[src/rtl/hid_keyboard_report_merger_defines.svh]
// assertion helpers for the report merger
`ifndef HID_KEYBOARD_REPORT_MERGER_DEFINES_SVH
`define HID_KEYBOARD_REPORT_MERGER_DEFINES_SVH

// property checked every clock, held off during reset
`define HKRM_ASSERT(lbl, prop, msg) \
    lbl: assert property (@(posedge clk) disable iff (!rst_n) (prop)) else $error(msg);

// antecedent in one cycle, consequent in the next
`define HKRM_ASSERT_NEXT(lbl, ante, cons, msg) \
    lbl: assert property (@(posedge clk) disable iff (!rst_n) (ante) |=> (cons)) \
        else $error(msg);

`endif

[src/rtl/hkrm_pkg.sv]
`default_nettype none

package hkrm_pkg;

    localparam int MAX_SLOTS = 6;
    localparam int CNT_W     = 3;

    localparam logic [1:0] KIND_STORE       = 2'd0;
    localparam logic [1:0] KIND_RELEASE     = 2'd1;
    localparam logic [1:0] KIND_RELEASE_ALL = 2'd2;

    typedef struct packed {
        logic [7:0]                  mods;
        logic [MAX_SLOTS-1:0][7:0]   keys;
    } report_t;

    typedef struct packed {
        logic       clear;
        logic       push;
        logic [7:0] key;
    } coll_ctrl_t;

    typedef struct packed {
        logic                        roll;
        logic                        over;
        logic [CNT_W-1:0]            count;
        logic [MAX_SLOTS-1:0][7:0]   keys;
    } coll_status_t;

endpackage

`default_nettype wire

[src/rtl/hid_keyboard_report_merger.sv]
// channel  dir  handshake              payload
// in       in   in_valid / in_stall    kind source modifiers_in key_in_0..key_in_5
// out      out  out_valid / out_stall  accepted changed modifiers_out key_out_0..key_out_5
// cfg      in   cfg_valid / cfg_ready  cfg_data (keyboard_source_mask)
//
// a store or release of a keyboard source walks the snapshot memory: one read per
// source, then one keycode per cycle into the collector, then the merged report
// is compared with the held one and the result registers in the publish state
// every other item goes straight from idle to publish, where its result registers
// reset clears the per-entry valid bits, the held report and sets the mask to all ones
// a result stalled at the output holds; the next item is taken once the previous
// result has moved into the output register
`default_nettype none
`include "hid_keyboard_report_merger_defines.svh"

module hid_keyboard_report_merger #(
    parameter int SOURCES       = 8,
    parameter int KEY_SLOTS     = 6,
    parameter int ROLLOVER_CODE = 1
) (
    input  wire        clk,
    input  wire        rst_n,

    input  wire        in_valid,
    output logic       in_stall,
    input  wire [1:0]  kind,
    input  wire [3:0]  source,
    input  wire [7:0]  modifiers_in,
    input  wire [7:0]  key_in_0,
    input  wire [7:0]  key_in_1,
    input  wire [7:0]  key_in_2,
    input  wire [7:0]  key_in_3,
    input  wire [7:0]  key_in_4,
    input  wire [7:0]  key_in_5,

    output logic       out_valid,
    input  wire        out_stall,
    output logic       accepted,
    output logic       changed,
    output logic [7:0] modifiers_out,
    output logic [7:0] key_out_0,
    output logic [7:0] key_out_1,
    output logic [7:0] key_out_2,
    output logic [7:0] key_out_3,
    output logic [7:0] key_out_4,
    output logic [7:0] key_out_5,

    input  wire        cfg_valid,
    output logic       cfg_ready,
    input  wire [7:0]  cfg_data
);

    localparam int IDX_W   = (SOURCES > 1) ? $clog2(SOURCES) : 1;
    localparam int KS_W    = (KEY_SLOTS > 1) ? $clog2(KEY_SLOTS) : 1;
    localparam int ENTRY_W = 8 + 8 * KEY_SLOTS;

    typedef enum logic [2:0] {
        S_IDLE,
        S_READ,
        S_KEYS,
        S_DONE,
        S_PUBLISH
    } state_t;

    state_t                  state_reg;
    logic [7:0]              mask_reg;
    logic [SOURCES-1:0]      vld_reg;
    logic [IDX_W-1:0]        src_cnt_reg;
    logic [KS_W-1:0]         kslot_reg;
    logic                    ent_use_reg;
    logic [7:0]              mods_acc_reg;
    logic                    acc_reg;
    logic                    chg_reg;
    hkrm_pkg::report_t       current_report_reg;

    logic                    out_valid_reg;
    logic                    out_acc_reg;
    logic                    out_chg_reg;
    hkrm_pkg::report_t       out_report_reg;

    logic [ENTRY_W-1:0]      snap_mem [SOURCES];
    logic [ENTRY_W-1:0]      rd_data_reg;

    logic                    in_fire;
    logic                    src_ok;
    logic                    src_kb;
    logic [IDX_W-1:0]        wr_idx;
    logic [ENTRY_W-1:0]      wr_data;
    logic                    mem_we;
    logic                    mem_re;
    logic [3:0]              cnt_src4;
    logic                    cnt_kb;
    logic [7:0]              cur_key;
    logic [7:0]              key_in_arr [hkrm_pkg::MAX_SLOTS];
    hkrm_pkg::report_t       merged;
    hkrm_pkg::coll_ctrl_t    coll_ctrl;
    hkrm_pkg::coll_status_t  coll_st;

    assign in_stall  = (state_reg != S_IDLE);
    assign in_fire   = in_valid && !in_stall;
    assign cfg_ready = 1'b1;

    assign key_in_arr[0] = key_in_0;
    assign key_in_arr[1] = key_in_1;
    assign key_in_arr[2] = key_in_2;
    assign key_in_arr[3] = key_in_3;
    assign key_in_arr[4] = key_in_4;
    assign key_in_arr[5] = key_in_5;

    // mask only covers sources one to eight
    assign src_ok = (source != 4'd0) && (source <= 4'(SOURCES));
    assign src_kb = src_ok && (source <= 4'd8) && mask_reg[3'(source - 4'd1)];
    assign wr_idx = IDX_W'(source - 4'd1);

    assign cnt_src4 = 4'(src_cnt_reg);
    assign cnt_kb   = (cnt_src4 < 4'd8) && mask_reg[cnt_src4[2:0]];

    always_comb
    begin
        wr_data[7:0] = modifiers_in;
        for (int i = 0; i < KEY_SLOTS; i++)
        begin
            wr_data[8 + 8*i +: 8] = key_in_arr[i];
        end
    end

    assign mem_we  = in_fire && (kind == hkrm_pkg::KIND_STORE) && src_kb;
    assign mem_re  = (state_reg == S_READ);
    assign cur_key = rd_data_reg[8 + 8*kslot_reg +: 8];

    always_ff @(posedge clk)
    begin
        if (mem_we)
        begin
            snap_mem[wr_idx] <= wr_data;
        end
        if (mem_re)
        begin
            rd_data_reg <= snap_mem[src_cnt_reg];
        end
    end

    always_comb
    begin
        coll_ctrl.clear = in_fire;
        coll_ctrl.push  = (state_reg == S_KEYS) && ent_use_reg;
        coll_ctrl.key   = cur_key;
    end

    hkrm_key_collector #(
        .KEY_SLOTS     (KEY_SLOTS),
        .ROLLOVER_CODE (ROLLOVER_CODE)
    ) u_collector (
        .clk    (clk),
        .rst_n  (rst_n),
        .ctrl   (coll_ctrl),
        .status (coll_st)
    );

    always_comb
    begin
        merged.mods = mods_acc_reg;
        for (int i = 0; i < hkrm_pkg::MAX_SLOTS; i++)
        begin
            merged.keys[i] = 8'd0;
            if (i < KEY_SLOTS)
            begin
                merged.keys[i] = (coll_st.roll || coll_st.over) ? 8'(ROLLOVER_CODE)
                                                                : coll_st.keys[i];
            end
        end
    end

    always_ff @(posedge clk or negedge rst_n)
    begin
        if (!rst_n)
        begin
            state_reg          <= S_IDLE;
            mask_reg           <= 8'hFF;
            vld_reg            <= '0;
            current_report_reg <= '0;
            out_valid_reg      <= 1'b0;
            src_cnt_reg        <= '0;
            kslot_reg          <= '0;
            acc_reg            <= 1'b0;
            chg_reg            <= 1'b0;
        end
        else
        begin
            if (cfg_valid && cfg_ready)
            begin
                mask_reg <= cfg_data;
            end
            // in publish the output register is either reloaded or left alone
            if (out_valid_reg && !out_stall && (state_reg != S_PUBLISH))
            begin
                out_valid_reg <= 1'b0;
            end
            case (state_reg)
                S_IDLE:
                begin
                    if (in_fire)
                    begin
                        chg_reg     <= 1'b0;
                        src_cnt_reg <= '0;
                        kslot_reg   <= '0;
                        case (kind)
                            hkrm_pkg::KIND_STORE:
                            begin
                                acc_reg <= src_kb;
                                if (src_kb)
                                begin
                                    vld_reg[wr_idx] <= 1'b1;
                                    state_reg       <= S_READ;
                                end
                                else
                                begin
                                    state_reg <= S_PUBLISH;
                                end
                            end
                            hkrm_pkg::KIND_RELEASE:
                            begin
                                acc_reg <= src_ok;
                                if (src_kb)
                                begin
                                    vld_reg[wr_idx] <= 1'b0;
                                    state_reg       <= S_READ;
                                end
                                else
                                begin
                                    state_reg <= S_PUBLISH;
                                end
                            end
                            hkrm_pkg::KIND_RELEASE_ALL:
                            begin
                                acc_reg            <= 1'b1;
                                vld_reg            <= '0;
                                current_report_reg <= '0;
                                state_reg          <= S_PUBLISH;
                            end
                            default:
                            begin
                                acc_reg   <= 1'b0;
                                state_reg <= S_PUBLISH;
                            end
                        endcase
                    end
                end
                S_READ:
                begin
                    // entries never stored or released read as empty
                    ent_use_reg <= vld_reg[src_cnt_reg] && cnt_kb;
                    state_reg   <= S_KEYS;
                end
                S_KEYS:
                begin
                    if (kslot_reg == '0)
                    begin
                        mods_acc_reg <= ((src_cnt_reg == '0) ? 8'd0 : mods_acc_reg)
                                        | (ent_use_reg ? rd_data_reg[7:0] : 8'd0);
                    end
                    if (kslot_reg == KS_W'(KEY_SLOTS - 1))
                    begin
                        kslot_reg <= '0;
                        if (src_cnt_reg == IDX_W'(SOURCES - 1))
                        begin
                            state_reg <= S_DONE;
                        end
                        else
                        begin
                            src_cnt_reg <= src_cnt_reg + 1'b1;
                            state_reg   <= S_READ;
                        end
                    end
                    else
                    begin
                        kslot_reg <= kslot_reg + 1'b1;
                    end
                end
                S_DONE:
                begin
                    chg_reg            <= (merged != current_report_reg);
                    current_report_reg <= merged;
                    state_reg          <= S_PUBLISH;
                end
                S_PUBLISH:
                begin
                    if (!out_valid_reg || !out_stall)
                    begin
                        out_valid_reg  <= 1'b1;
                        out_acc_reg    <= acc_reg;
                        out_chg_reg    <= chg_reg;
                        out_report_reg <= current_report_reg;
                        state_reg      <= S_IDLE;
                    end
                end
                default:
                begin
                    state_reg <= S_IDLE;
                end
            endcase
        end
    end

    assign out_valid     = out_valid_reg;
    assign accepted      = out_acc_reg;
    assign changed       = out_chg_reg;
    assign modifiers_out = out_report_reg.mods;
    assign key_out_0     = out_report_reg.keys[0];
    assign key_out_1     = out_report_reg.keys[1];
    assign key_out_2     = out_report_reg.keys[2];
    assign key_out_3     = out_report_reg.keys[3];
    assign key_out_4     = out_report_reg.keys[4];
    assign key_out_5     = out_report_reg.keys[5];

    `HKRM_ASSERT_NEXT(a_release_all_clears, in_fire && kind == hkrm_pkg::KIND_RELEASE_ALL,
        current_report_reg == '0 && vld_reg == '0, "release all left state behind")
    `HKRM_ASSERT_NEXT(a_store_sets_valid, mem_we, vld_reg[$past(wr_idx)],
        "stored entry not marked valid")
    `HKRM_ASSERT(a_count_bounded, coll_st.count <= hkrm_pkg::CNT_W'(KEY_SLOTS),
        "collector holds more keys than slots")
    `HKRM_ASSERT(a_changed_needs_accept, out_valid && changed |-> accepted,
        "changed reported for a refused item")

endmodule

`default_nettype wire

[src/rtl/hkrm_key_collector.sv]
`default_nettype none

// keeps the distinct nonzero, non-rollover keycodes pushed since the last clear in ascending order, one key per cycle
module hkrm_key_collector #(
    parameter int KEY_SLOTS     = 6,
    parameter int ROLLOVER_CODE = 1
) (
    input  wire                        clk,
    input  wire                        rst_n,
    input  wire hkrm_pkg::coll_ctrl_t  ctrl,
    output hkrm_pkg::coll_status_t     status
);

    logic [7:0]                    keys_reg [KEY_SLOTS];
    logic [hkrm_pkg::CNT_W-1:0]    cnt_reg;
    logic                          roll_reg;
    logic                          over_reg;

    logic [KEY_SLOTS-1:0]          lt_vec;
    logic [KEY_SLOTS-1:0]          hit_vec;
    logic [hkrm_pkg::CNT_W-1:0]    pos;
    logic                          is_roll;
    logic                          fresh;
    logic [7:0]                    keys_next [KEY_SLOTS];

    always_comb
    begin
        for (int i = 0; i < KEY_SLOTS; i++)
        begin
            lt_vec[i]  = (hkrm_pkg::CNT_W'(i) < cnt_reg) && (keys_reg[i] < ctrl.key);
            hit_vec[i] = (hkrm_pkg::CNT_W'(i) < cnt_reg) && (keys_reg[i] == ctrl.key);
        end
        // list is sorted, so the keys below the new one form a prefix
        pos     = hkrm_pkg::CNT_W'($countones(lt_vec));
        is_roll = (ctrl.key == 8'(ROLLOVER_CODE));
        fresh   = ctrl.push && (ctrl.key != 8'd0) && !is_roll && (hit_vec == '0);
        for (int i = 0; i < KEY_SLOTS; i++)
        begin
            if (hkrm_pkg::CNT_W'(i) < pos)
            begin
                keys_next[i] = keys_reg[i];
            end
            else if (hkrm_pkg::CNT_W'(i) == pos)
            begin
                keys_next[i] = ctrl.key;
            end
            else if (i > 0)
            begin
                keys_next[i] = keys_reg[i-1];
            end
            else
            begin
                keys_next[i] = keys_reg[i];
            end
        end
    end

    always_ff @(posedge clk or negedge rst_n)
    begin
        if (!rst_n)
        begin
            cnt_reg  <= '0;
            roll_reg <= 1'b0;
            over_reg <= 1'b0;
        end
        else if (ctrl.clear)
        begin
            cnt_reg  <= '0;
            roll_reg <= 1'b0;
            over_reg <= 1'b0;
        end
        else
        begin
            if (ctrl.push && is_roll)
            begin
                roll_reg <= 1'b1;
            end
            if (fresh && !over_reg)
            begin
                if (cnt_reg == hkrm_pkg::CNT_W'(KEY_SLOTS))
                begin
                    over_reg <= 1'b1;
                end
                else
                begin
                    cnt_reg <= cnt_reg + 1'b1;
                end
            end
        end
    end

    always_ff @(posedge clk)
    begin
        if (!ctrl.clear && fresh && !over_reg && (cnt_reg != hkrm_pkg::CNT_W'(KEY_SLOTS)))
        begin
            for (int i = 0; i < KEY_SLOTS; i++)
            begin
                keys_reg[i] <= keys_next[i];
            end
        end
    end

    always_comb
    begin
        status.roll  = roll_reg;
        status.over  = over_reg;
        status.count = cnt_reg;
        for (int i = 0; i < hkrm_pkg::MAX_SLOTS; i++)
        begin
            status.keys[i] = 8'd0;
            if (i < KEY_SLOTS)
            begin
                if (hkrm_pkg::CNT_W'(i) < cnt_reg)
                begin
                    status.keys[i] = keys_reg[i];
                end
            end
        end
    end

endmodule

`default_nettype wire
[config.mk]
export PLATFORM = sky130hd
export DESIGN_NAME = hid_keyboard_report_merger
export DESIGN_NICKNAME = d
export VERILOG_FILES = /design/src/rtl/hkrm_pkg.sv /design/src/rtl/hid_keyboard_report_merger.sv /design/src/rtl/hkrm_key_collector.sv
export VERILOG_INCLUDE_DIRS = /design/src /design/src/rtl
export SDC_FILE = /design/constraint.sdc
export NUM_CORES = 1
export LEC_CHECK = 0
export ABC_AREA = 1
export BUFFER_PORTS_ARGS = -buffer_cell sky130_fd_sc_hd__buf_4
export CAP_MARGIN = 20
export CELL_PAD_IN_SITES_DETAIL_PLACEMENT = 1
export CELL_PAD_IN_SITES_GLOBAL_PLACEMENT = 1
export CORE_ASPECT_RATIO = 1.75
export CORE_UTILIZATION = 45
export DETAILED_ROUTE_END_ITERATION = 8
export GPL_ROUTABILITY_DRIVEN = 0
export PLACE_DENSITY = 0.77
export SLEW_MARGIN = 40
export SYNTH_ARGS = -nofsm -noshare
export SYNTH_HDL_FRONTEND = slang
export SYNTH_HIERARCHICAL = 1
export SYNTH_SLANG_ARGS = --single-unit
[constraint.sdc]
create_clock -name clk -period 4.95 [get_ports clk]
set_input_delay 1.2375 -clock clk [delete_from_list [all_inputs] [get_ports clk]]
set_output_delay 1.2375 -clock clk [all_outputs]
set_load 0.05 [all_outputs]
# Word level (Yosys, flattened, before mapping)
# Memory sizes are Yosys's and may differ from the RTL's. A register that Yosys moved wholly into a read port is not among the register bits.
# Cells that the tools add are included.
# word_totals
register_bits	156
ram_bits	496
inputBits	75
out_inout_bits	61
elab_cells	240
mem_count	2
# memory_table
name	words	word_bits	rd	rd_ports_with_merged_regs	wr	line_no	rtl
snap_mem	8	56	1	1	1	hid_keyboard_report_merger.sv:81	logic [ENTRY_W-1:0] snap_mem [SOURCES];
u_collector.keys_reg	6	8	6	0	6	hkrm_key_collector.sv:14	logic [7:0] keys_reg [KEY_SLOTS];
# classes
n_addsub	10
order_cmp	23
eq_ne	32
shift	1
n_mux	71
bitwise	4
n_reduce_logical	68
# op_table
op	n
$mux W8	28
$mux W56	2
$pmux W56 S2	1
$ne A56 B56 Y1	1
$shiftx A56 B8 Y8	1
$eq A8 B8 Y1	6
$lt A8 B8 Y1	6
$mux W3	12
$logic_and A1 B1 Y1	32
$pmux W8 S3	1
$mux W1	17
$or A8 B8 Y8	2
$pmux W3 S5	1
$eq A3 B3 Y1 const B	4
$logic_not A3 Y1	4
$lt A1 B3 Y1 const A	4
$lt A2 B3 Y1 const A	4
$lt A3 B3 Y1 const A	4
$lt A3 B4 Y1 const B	3
$ne A2 B2 Y1 const B	6
$pmux W3 S2	2
$reduce_and A2 Y1	6
$reduce_and A3 Y1	4
$reduce_bool A2 Y1	5
other kinds (34)	53

# Longest topological paths before layout
# Gate-level depths: netlist of run 1.
# logic_depth
word_depth	11
mapped_depth	25
ltp_nobuf	23

# Cells and area by module
# The synthesis of run 1 kept the hierarchy.
# modules_own_cells
module	n_inst	cells_per_inst	area_each_um2	seq_area_each_um2
hid_keyboard_report_merger	1	2205	26414.1	19258.5
hkrm_key_collector	1	469	3935.0	1566.5

# Worst setup path before layout of run 1
# No wires, ideal clock.
# synth_path
path_type	input to register
startpoint	in source[0]
endpoint	mem snap_mem[0][0] in the netlist's numbering (enable)
t_arrival_ns	4.797
slack_ns	-0.317
path_stages	14
cell_sequence	buf_4 > inv_1 > ha_1 > inv_1 > nand2_1 > nand2_1 > nor2_1 > nand2_1 > nand2_1 > nor2_2 > nand2_2 > nor2_2 > nand2_2 > nor2_1
# synth_between
elab_chain_len	7
elab_cells_between_ends	11
classes_between	1 x add/sub; 1 x order compare; 4 x mux; 5 x reduce/logical
# synth_rtl
item	line_no	rtl
start: declaration	hid_keyboard_report_merger.sv:27	input wire [3:0] source,
$sub A3 B1 Y3, or another cell as far along	hid_keyboard_report_merger.sv:112, hid_keyboard_report_merger.sv:113	
$bmux W1 S3 or $logic_and A1 B1 Y1 (tied branches)	hid_keyboard_report_merger.sv:112, hid_keyboard_report_merger.sv:111	
$mux W1 (not written as such) or $logic_and A1 B1 Y1 (tied branches)	hid_keyboard_report_merger.sv:112	assign src_kb = src_ok && (source <= 4'd8) && mask_reg[3'(source - 4'd1)];
$logic_and A1 B1 Y1	hid_keyboard_report_merger.sv:112	
$logic_and A1 B1 Y1	hid_keyboard_report_merger.sv:127	assign mem_we = in_fire && (kind == hkrm_pkg::KIND_STORE) && src_kb;
$mux W1	hid_keyboard_report_merger.sv:133	if (mem_we)
$mux W1 (not written as such)	hid_keyboard_report_merger.sv:135	snap_mem[wr_idx] <= wr_data;
end: declaration	hid_keyboard_report_merger.sv:81	
# Parallel ways exist; a longest one is shown, timed or not. The select of a mux whose other input is x is not followed.

==> results of run 1 <==
-- cells by family after synthesis --
| logic type | share of synthesized area |
|---|---|
| AND/OR/NAND/NOR | 0.143 |
| flip-flops | 0.686 |
| AO/OA/AOI/OAI | 0.0960 |
| buffers and inverters | 0.0453 |
| adder cells (fa/ha/maj) | 0.0263 |
| XOR/XNOR | 0.00173 |
| multiplexers | 0.00111 |
| other | 0.000124 |
-- metrics by stage --
step | total power [uW] | hold slack (ps)
3_5_place_dp | 10300 | 444
2_1_floorplan | 9240 | 425
5_1_grt | 16300 | 473
4_1_cts | 15500 | 460
3_3_place_gp | 10100 | 439
6_report | 15600 | 458
-- area by class of cell --
type | instances | area (um^2)
repair buffers | 234 | 2030
clock inverters | 32 | 402
clock buffers | 84 | 1770
diodes | 2 | 5.00
flip-flops and latches | 708 | 20800
inverters | 194 | 751
fillers | 7002 | 31200
well taps | 889 | 1110
multi-input cells | 1644 | 8340
-- how the worst min path moves through the flow --
stage	start	endpoint	slack (ps)	cells after the start
after floorplan	current_report_reg[8]	key_out_1[0]	420	0
after global placement	current_report_reg[8]	key_out_1[0]	440	0
after detailed placement	current_report_reg[8]	key_out_1[0]	440	0
after CTS	current_report_reg[8]	key_out_1[0]	460	0
after global routing	chg_reg	changed	470	0
final	current_report_reg[8]	key_out_1[0]	460	0
-- power by group through the flow --
stage | Combinational, uW | Sequential [uW] | Clock (uW)
floorplan | 2040 | 7200 | 0
global placement | 2650 | 7400 | 0
detailed placement | 2870 | 7400 | 0
CTS | 2960 | 7280 | 5270
global route | 3500 | 7290 | 5460
finish | 3120 | 7290 | 5180
-- per-layer routing --
layer  GRT usage  share of wire  up-vias  wire length [um]
met2       0.494           0.54      606             49200
li1            -              -     9682                 -
met5           0        0.00014        -                13
met3      0.0413          0.042      257              3800
met1       0.274           0.35    10900             31600
met4       0.180          0.065        2              5920
-- critical path: cells and delay by family, from the launching register on --
kind,cells,cell delay [ps]
buffers and inverters,8,740
DFF,1,430
and+or+nand+nor,8,740
AOI/OAI and AO/OA,4,510
adders and majority gates,5,2100
-- what timing repair did --
action | 4_1_cts | 5_1_grt
buffers inserted | 0 | 8
pin swaps | 1 | 2
setup endpoints to repair | 45 | 88
resized for setup | 5 | 33
-- placed cells by master, fill, tap and decap left out, types with 57 or more instances in the layout --
cell type	Yosys	routed
a31oi_1	57	57
buf_4	15	211
clkbuf_16	0	67
dfrtp_1	81	79
edfxtp_1	619	619
ha_1	59	57
inv_1	177	170
nand2_1	378	377
nand3_1	91	84
nor2_1	506	497
o21ai_0	277	274
o22ai_1	91	91
==> flow_metrics.py, run 1 <==
metrics = {
    "outcome": {
        "status": "finished, final reports clean",
    },
    "sta": {
        "max_clock_freq_mhz": 210,
        "setup_viol": 0,
        "final.setup.tns_ps": 0,
        "slew_headroom": 0.406,
        "timing.final.ws_setup_ps": 187,
        "final.setup_skew_ps": 35.6,
        "finalWorstPathRequiredPeriod_ps": 4760,
        "finalMaxSlewViolations": 0,
        "hold_viol": 0,
        "timing.final.crit_share": 0.962,
        "worstMarginPinSlew_ps": 889,
    },
    "worst_setup_path": {
        "rrSetupSlack_ps": 190,
        "path_common_cell": "nand2_1",
        "worstSetupPathType": "register to register",
        "crit_fanout": 14,
        "cp.required_ps": 5310,
        "startpoint_type": "register",
        "ff2ff_path_depth": 25,
        "crit_path_end": "u_collector/keys_reg[4][7]",
        "slowest_stage": "fa_2",
        "end_kind": "register",
        "r2r-end": "u_collector/keys_reg[4][7]",
        "cp.arrival_ps": 5120,
        "startpoint": "kslot_reg[1]",
        "timing.rr.start": "kslot_reg[1]",
        "cpPeakStageDelay_ps": 590,
    },
    "clock_tree": {
        "cts_tree": "built",
        "htree_num_levels": 3,
        "clk_latency_ps": 640,
        "cts_hold_buf": 0,
        "cts_root_buf": "clkbuf_16",
        "cts.sinks": 708,
        "clk_pin_slew_ps": 60,
        "cts_buffers": 66,
        "cts_buffer_depth": 3,
    },
    "grt": {
        "grt-ovfl-total": 0,
        "grt_pass1_vias": 23400,
        "grt_max_degree": 135,
        "antenna_found_initial": 3,
        "grt_pass1_wl_um": 137000,
        "track_usage": 0.268,
    },
    "power": {
        "combPwrFrac": 0.200,
        "p_sw_frac": 0.303,
        "clockPowerShare": 0.332,
        "power_density_nw_per_um2": 442,
        "p_int_uw": 10900,
        "leakage_uw": 0.0134,
        "vdd_drop_max_v": 0.000348,
        "p_seq_frac": 0.468,
        "p_sw_uw": 4730,
    },
    "synth": {
        "ys_top_cells_by_area": "edfxtp_1 61%, dfrtp_1 6.7%, nor2_1 6.3%",
        "synth_top_cells_by_count": "619 x edfxtp_1, 506 x nor2_1, 378 x nand2_1",
        "synth.avg_cell_area_um2": 11.3,
        "ys_ff_latch": 708,
        "syn_inst": 2674,
        "synth-async-reset-ratio": 0.126,
        "syn-num-nets": 2811,
        "synth_top_area_share": 0.612,
        "synth_warnings": 6,
        "ys.flop_type": "edfxtp_1",
        "synth_area_um2": 30300,
        "yosysMostFrequentCell": "edfxtp_1",
        "yosysTopAreaCell": "edfxtp_1",
        "ys_types": 47,
        "ys_seq_area_frac": 0.686,
        "synth_edf_count": 619,
    },
    "min_path": {
        "hold_path.class": "register to register",
    },
    "route": {
        "firstDrtPassIters": 5,
        "drcViolationCount": 0,
        "first_iter_violations": 1105,
        "antenna_left": 0,
        "vias_per_cell": 5.66,
        "drt-total-wl_um": 90500,
        "num_vias": 21500,
        "wire_per_inst_um": 23.9,
    },
    "floorplan": {
        "chipHeight_um": 346,
        "core_um2": 66500,
        "fp.dieW_um": 198,
        "io_pins": 136,
        "rows": 125,
        "start_util": 0.457,
        "dieArea_um2": 68500,
    },
    "finish": {
        "largest_reg_flops": 448,
        "drive_above_1_share": 0.154,
        "area_delta_synth_final_pct": 16.1,
        "final_core_util": 0.530,
        "instances_no_fill": 3787,
        "design_area_um2": 35200,
        "fin_nets": 2985,
    },
    "place": {
        "io_buffer_count": 134,
        "numPlacedInstances": 3661,
        "dp_slack_ps": -152,
        "place_area_um2": 32900,
        "hpwl_um": 60800,
    },
    "run": {
        "drv_cap": 0,
    },
}
No activity file was read; power rests on OpenSTA's default activity.
==> run 2: changes to the inputs <==
--- a/config.mk
+++ b/config.mk
@@ -16,6 +16,7 @@
 export DETAILED_ROUTE_END_ITERATION = 8
 export GPL_ROUTABILITY_DRIVEN = 0
 export PLACE_DENSITY = 0.77
+export SKIP_CTS_REPAIR_TIMING = 1
 export SLEW_MARGIN = 40
 export SYNTH_ARGS = -nofsm -noshare
 export SYNTH_HDL_FRONTEND = slang
==> constraint.sdc (replaced) <==
create_clock -name clk -period 4.2 [get_ports clk]
set_input_delay 1.05 -clock clk [delete_from_list [all_inputs] [get_ports clk]]
set_output_delay 1.05 -clock clk [all_outputs]
set_load 0.05 [all_outputs]
==> flow_metrics.py, run 2 (synthesis results as in run 1) <==
metrics = {
    "power": {
        "vdd_drop_max_v": 0.000471,
        "p_sw_frac": 0.321,
        "p_int_uw": 13300,
        "power_density_nw_per_um2": 545,
        "p_seq_frac": 0.439,
        "clockPowerShare": 0.310,
        "leakage_uw": 0.0136,
        "p_sw_uw": 6290,
        "combPwrFrac": 0.252,
        "p_total_uw": 19600,
    },
    "finish": {
        "final_cell_mix": "619 x edfxtp_1, 495 x nor2_1, 350 x nand2_1",
        "seqCellArea_um2": 20800,
        "design_area_um2": 36000,
        "fin_nets": 3033,
        "final_common_cell": "edfxtp_1",
        "largest_reg_flops": 448,
        "multiInputGateArea_um2": 8680,
        "area_delta_synth_final_pct": 18.5,
        "fillers": 6880,
        "final_core_util": 0.541,
        "drive_above_1_share": 0.188,
    },
    "clock_tree": {
        "cts_tree": "built",
        "clk_latency_ps": 630,
        "cts.sinks": 708,
        "cts_root_buf": "clkbuf_16",
        "clk_pin_slew_ps": 70,
        "cts_buffer_depth": 3,
        "cts_buffers": 67,
        "htree_num_levels": 3,
    },
    "route": {
        "first_iter_violations": 1468,
        "drt-total-wl_um": 90900,
        "num_vias": 21700,
        "antenna_left": 0,
        "drcViolationCount": 0,
        "firstDrtPassIters": 5,
        "wire_per_inst_um": 23.7,
        "vias_per_cell": 5.65,
    },
    "grt": {
        "grt_pass1_vias": 23300,
        "track_usage": 0.267,
        "grt_pass1_wl_um": 137000,
        "grt_max_degree": 117,
        "antenna_found_initial": 5,
        "grt-ovfl-total": 0,
    },
    "worst_setup_path": {
        "path_buf_inv": 6,
        "slowest_stage": "fa_2",
        "rrSetupSlack_ps": -790,
        "timing.rr.start": "kslot_reg[1]",
        "path_depth": 22,
        "cp.required_ps": 4500,
        "worstSetupPathType": "register to register",
        "crit_fanout": 8,
        "r2r-end": "u_collector/keys_reg[0][3]",
        "cp.arrival_ps": 5290,
        "critPathTopFamily": "adder cells",
        "end_kind": "register",
        "ff2ff_path_depth": 22,
        "path_cells": "clkinv_4 -> nor2_4 -> nand2_2 -> nand4_1 -> nand2_1 -> nand3_2 -> inv_4 -> ha_4 -> a21oi_2 -> o21ai_1 -> a211o_1 -> fa_1 -> inv_2 -> fa_1 -> ha_2 -> inv_2 -> fa_2 -> buf_6 -> nand2_4 -> inv_4 -> nand2_4 -> nor2_4",
        "startpoint_type": "register",
        "cpPeakStageDelay_ps": 610,
    },
    "min_path": {
        "hold_path.class": "input port to asynchronous set/reset pin",
    },
    "floorplan": {
        "dieArea_um2": 68500,
        "start_util": 0.457,
        "rows": 125,
        "chipHeight_um": 346,
        "io_pins": 136,
        "fp.dieW_um": 198,
        "core_um2": 66500,
    },
    "place": {
        "place_area_um2": 33300,
        "dp_slack_ps": -614,
        "io_buffer_count": 134,
        "hpwl_um": 61300,
    },
    "outcome": {
        "violations": "negative setup slack",
        "status": "complete, but fails checks",
    },
    "sta": {
        "timing.final.crit_share": 1.19,
        "final.setup_skew_ps": 19.4,
        "hold_viol": 0,
        "finalMaxSlewViolations": 0,
        "max_clock_freq_mhz": 201,
        "timing.final.ws_setup_ps": -785,
        "rsz0062_at_grt": "yes",
        "worstMarginPinSlew_ps": 871,
        "setup_viol": 88,
        "hold_ws_ps": 357,
        "slew_headroom": 0.417,
        "finalWorstPathRequiredPeriod_ps": 4990,
    },
    "run": {
        "drv_cap": 0,
    },
}
run 2: layout make-up:
class,instances,area share
antenna,3,0.000209
timing repair buffer,279,0.0665
tap,889,0.0309
inverter,194,0.0215
clock inverter,37,0.00946
sequential,708,0.579
multi-input combinational,1646,0.241
clock buffer,83,0.0509
run 2: per-stage QoR:
stage / TNS, ps / std cells
floorplan: -400030 / 2674
global placement: -28850 / 3691
detailed placement: -43610 / 3691
CTS: -52970 / 3811
global route: -73410 / 3839
finish: -59430 / 3839
run 2: worst max path at each step:
stage                             from                    endpoint  slack (ps)
after floorplan              source[0]              snap_mem[0][0]        -880
after detailed placement  kslot_reg[0]  u_collector/keys_reg[1][2]        -610
final                     kslot_reg[1]  u_collector/keys_reg[0][3]        -790
after global placement    kslot_reg[0]  u_collector/keys_reg[0][1]        -430
after global routing      kslot_reg[1]  u_collector/keys_reg[4][0]        -940
after CTS                 kslot_reg[0]  u_collector/keys_reg[1][2]        -720
run 2: worst register-to-register path, cell delays in order, from the launching register on:
cell and delay [ps]:
dfrtp_2 430, clkinv_4 110, nor2_4 240, nand2_2 80, nand4_1 90, nand2_1 100
nand3_2 100, inv_4 70, ha_4 250, a21oi_2 130, o21ai_1 150, a211o_1 390
fa_1 570, inv_2 40, fa_1 510, ha_2 170, inv_2 40, fa_2 610
buf_6 140, nand2_4 60, inv_4 80, nand2_4 60, nor2_4 230
run 2: routing by layer:
layer	up-vias	track usage	share of wire
met4	4	0.142	0.056
met1	11000	0.283	0.35
met2	653	0.500	0.55
li1	9790	-	-
met3	222	0.0373	0.044
met5	-	0	0.00037
run 2: power by group through the flow:
stage,logic [uW],registers [uW],clock network [uW]
finish,4940,8600,6080
detailed placement,4010,8710,0
global placement,3710,8700,0
floorplan,2950,8500,0
global route,5300,8600,6380
CTS,4060,8570,6190
==> run 3: changes to the inputs <==
--- a/config.mk
+++ b/config.mk
@@ -12,9 +12,11 @@
 export CELL_PAD_IN_SITES_DETAIL_PLACEMENT = 1
 export CELL_PAD_IN_SITES_GLOBAL_PLACEMENT = 1
 export CORE_ASPECT_RATIO = 1.75
+export CORE_MARGIN = 3
 export CORE_UTILIZATION = 45
 export DETAILED_ROUTE_END_ITERATION = 8
 export GPL_ROUTABILITY_DRIVEN = 0
+export HOLD_SLACK_MARGIN = 0.02
 export PLACE_DENSITY = 0.77
 export SKIP_CTS_REPAIR_TIMING = 1
 export SLEW_MARGIN = 40
==> flow_metrics.py, run 3 (synthesis results as in run 1) <==
metrics = {
    "clock_tree": {
        "clk_latency_ps": 630,
        "cts_buffer_depth": 3,
        "cts_tree": "built",
        "clk_pin_slew_ps": 70,
        "cts_root_buf": "clkbuf_16",
        "cts.sinks": 708,
        "htree_num_levels": 3,
        "cts_buffers": 66,
    },
    "finish": {
        "drive_above_1_share": 0.179,
        "area_delta_synth_final_pct": 17.8,
        "largest_reg_flops": 448,
        "final_common_cell": "edfxtp_1",
        "design_area_um2": 35800,
        "fin_nets": 3005,
        "final_cell_mix": "619 x edfxtp_1, 495 x nor2_1, 349 x nand2_1",
        "fillers": 6986,
    },
    "worst_setup_path": {
        "slowest_stage": "fa_2",
        "path_depth": 23,
        "startpoint": "kslot_reg[1]",
        "cp.arrival_ps": 5140,
        "crit_path_end": "u_collector/keys_reg[0][0]",
        "r2r-end": "u_collector/keys_reg[0][0]",
        "ff2ff_path_depth": 23,
        "path_buf_inv": 6,
        "path_cells": "clkinv_4 -> nor2_4 -> nand2_1 -> nand4_1 -> nand2_1 -> nand3_1 -> inv_2 -> ha_1 -> nand2_1 -> nor2_1 -> nand2_1 -> o2111ai_2 -> fa_1 -> inv_1 -> fa_1 -> ha_2 -> inv_2 -> fa_2 -> buf_6 -> nand2_4 -> inv_4 -> nand2_4 -> nor2_4",
        "timing.rr.start": "kslot_reg[1]",
        "cpPeakStageDelay_ps": 630,
        "startpoint_type": "register",
        "critPathTopFamily": "adder cells",
        "worstSetupPathType": "register to register",
        "end_kind": "register",
        "cp.required_ps": 4500,
        "rrSetupSlack_ps": -640,
        "path_common_cell": "nand2_1",
        "crit_fanout": 8,
    },
    "grt": {
        "grt_pass1_wl_um": 136000,
        "grt_max_degree": 94,
        "global_route.usage.met1": 0.264,
        "met3_usage": 0.0388,
        "busiest_layer": "met2",
        "grt_pass1_vias": 23200,
        "track_usage": 0.251,
        "antenna_found_initial": 4,
        "met2_usage": 0.470,
        "grt-ovfl-total": 0,
    },
    "power": {
        "power_density_nw_per_um2": 564,
        "vdd_drop_max_v": 0.000704,
        "leakage_uw": 0.0135,
    },
    "sta": {
        "final.setup.tns_ps": -44790,
        "slew_headroom": 0.450,
        "worstMarginPinSlew_ps": 821,
        "rsz0062_at_grt": "yes",
        "finalWorstPathRequiredPeriod_ps": 4840,
        "finalMaxSlewViolations": 0,
        "final.setup_skew_ps": 29.2,
        "hold_viol": 0,
        "timing.final.ws_setup_ps": -636,
        "max_clock_freq_mhz": 207,
        "setup_viol": 88,
        "timing.final.crit_share": 1.15,
    },
    "min_path": {
        "hold_path.class": "input port to asynchronous set/reset pin",
    },
    "route": {
        "firstDrtPassIters": 7,
        "antenna_left": 0,
        "vias_per_cell": 5.67,
        "first_iter_violations": 1490,
        "drt-total-wl_um": 91500,
        "wire_per_inst_um": 24.0,
        "num_vias": 21600,
        "drcViolationCount": 0,
    },
    "floorplan": {
        "core_um2": 66600,
        "io_pins": 136,
        "rows": 125,
        "chipHeight_um": 350,
        "start_util": 0.456,
        "dieArea_um2": 70700,
        "fp.dieW_um": 202,
    },
    "place": {
        "io_buffer_count": 134,
        "place_area_um2": 33200,
        "hpwl_um": 59300,
    },
    "outcome": {
        "status": "complete, but fails checks",
        "violations": "negative setup slack",
    },
    "run": {
        "drv_cap": 0,
    },
}
-- run 3: cell count changes in the layout (fill, tap and decap cells not counted), sizes merged, moves of 2 or more --
cell      before  now
clkinvlp       7    3
clkbuf        83   85
clkinv        26   28
bufinv         4    6
buf          279  250
-- run 3: report_power, final --
part / switching [uW] / internal, uW / total (uW)
registers: 434 / 8190 / 8620
clock network: 2680 / 3380 / 6060
logic: 3440 / 2050 / 5490
-- run 3: worst reg2reg max path, cell delays in order, from the launching register on --
cell and delay, ps:
dfrtp_2 450, clkinv_4 110, nor2_4 210, nand2_1 90
nand4_1 100, nand2_1 70, nand3_1 120, inv_2 110
ha_1 350, nand2_1 130, nor2_1 90, nand2_1 80
o2111ai_2 110, fa_1 530, inv_1 60, fa_1 490
ha_2 170, inv_2 40, fa_2 630, buf_6 140
nand2_4 50, inv_4 60, nand2_4 50, nor2_4 270
-- run 3: through the flow --
stage          worst slack [ps]  total power, uW  hold WS, ps   util  std cells
2_1_floorplan              -880            11400          425      -       2674
3_3_place_gp               -402            12500          435  0.498       3673
3_5_place_dp               -566            12900          440  0.498       3674
4_1_cts                    -620            19000          363  0.530       3795
5_1_grt                    -817            21000          395  0.537       3810
6_report                   -636            20200          378  0.537       3812
-- run 3: layout make-up --
cell class,instances,area [um^2],area share
diodes,2,5.00,0.000140
well taps,889,1110,0.0311
clock buffers,85,1760,0.0493
clock inverters,36,380,0.0106
flip-flops and latches,708,20800,0.583
multi-input cells,1648,8730,0.244
repair buffers,250,2140,0.0600
inverters,194,776,0.0217
-- run 3: worst min-delay path by stage --
stage	startpoint	to	slack, ps
6_report	rst_n	vld_reg[6]	380
5_1_grt	rst_n	state_reg[0]	400
4_1_cts	rst_n	state_reg[0]	360
3_5_place_dp	current_report_reg[29]	key_out_3[5]	440
3_3_place_gp	current_report_reg[29]	key_out_3[5]	430
2_1_floorplan	current_report_reg[8]	key_out_1[0]	420
-- run 3: per-layer routing --
metal / vias up / routed length (um)
met5: - / 34
met4: 4 / 6060
met3: 281 / 4070
met2: 649 / 49200
met1: 10900 / 32200
li1: 9762 / -
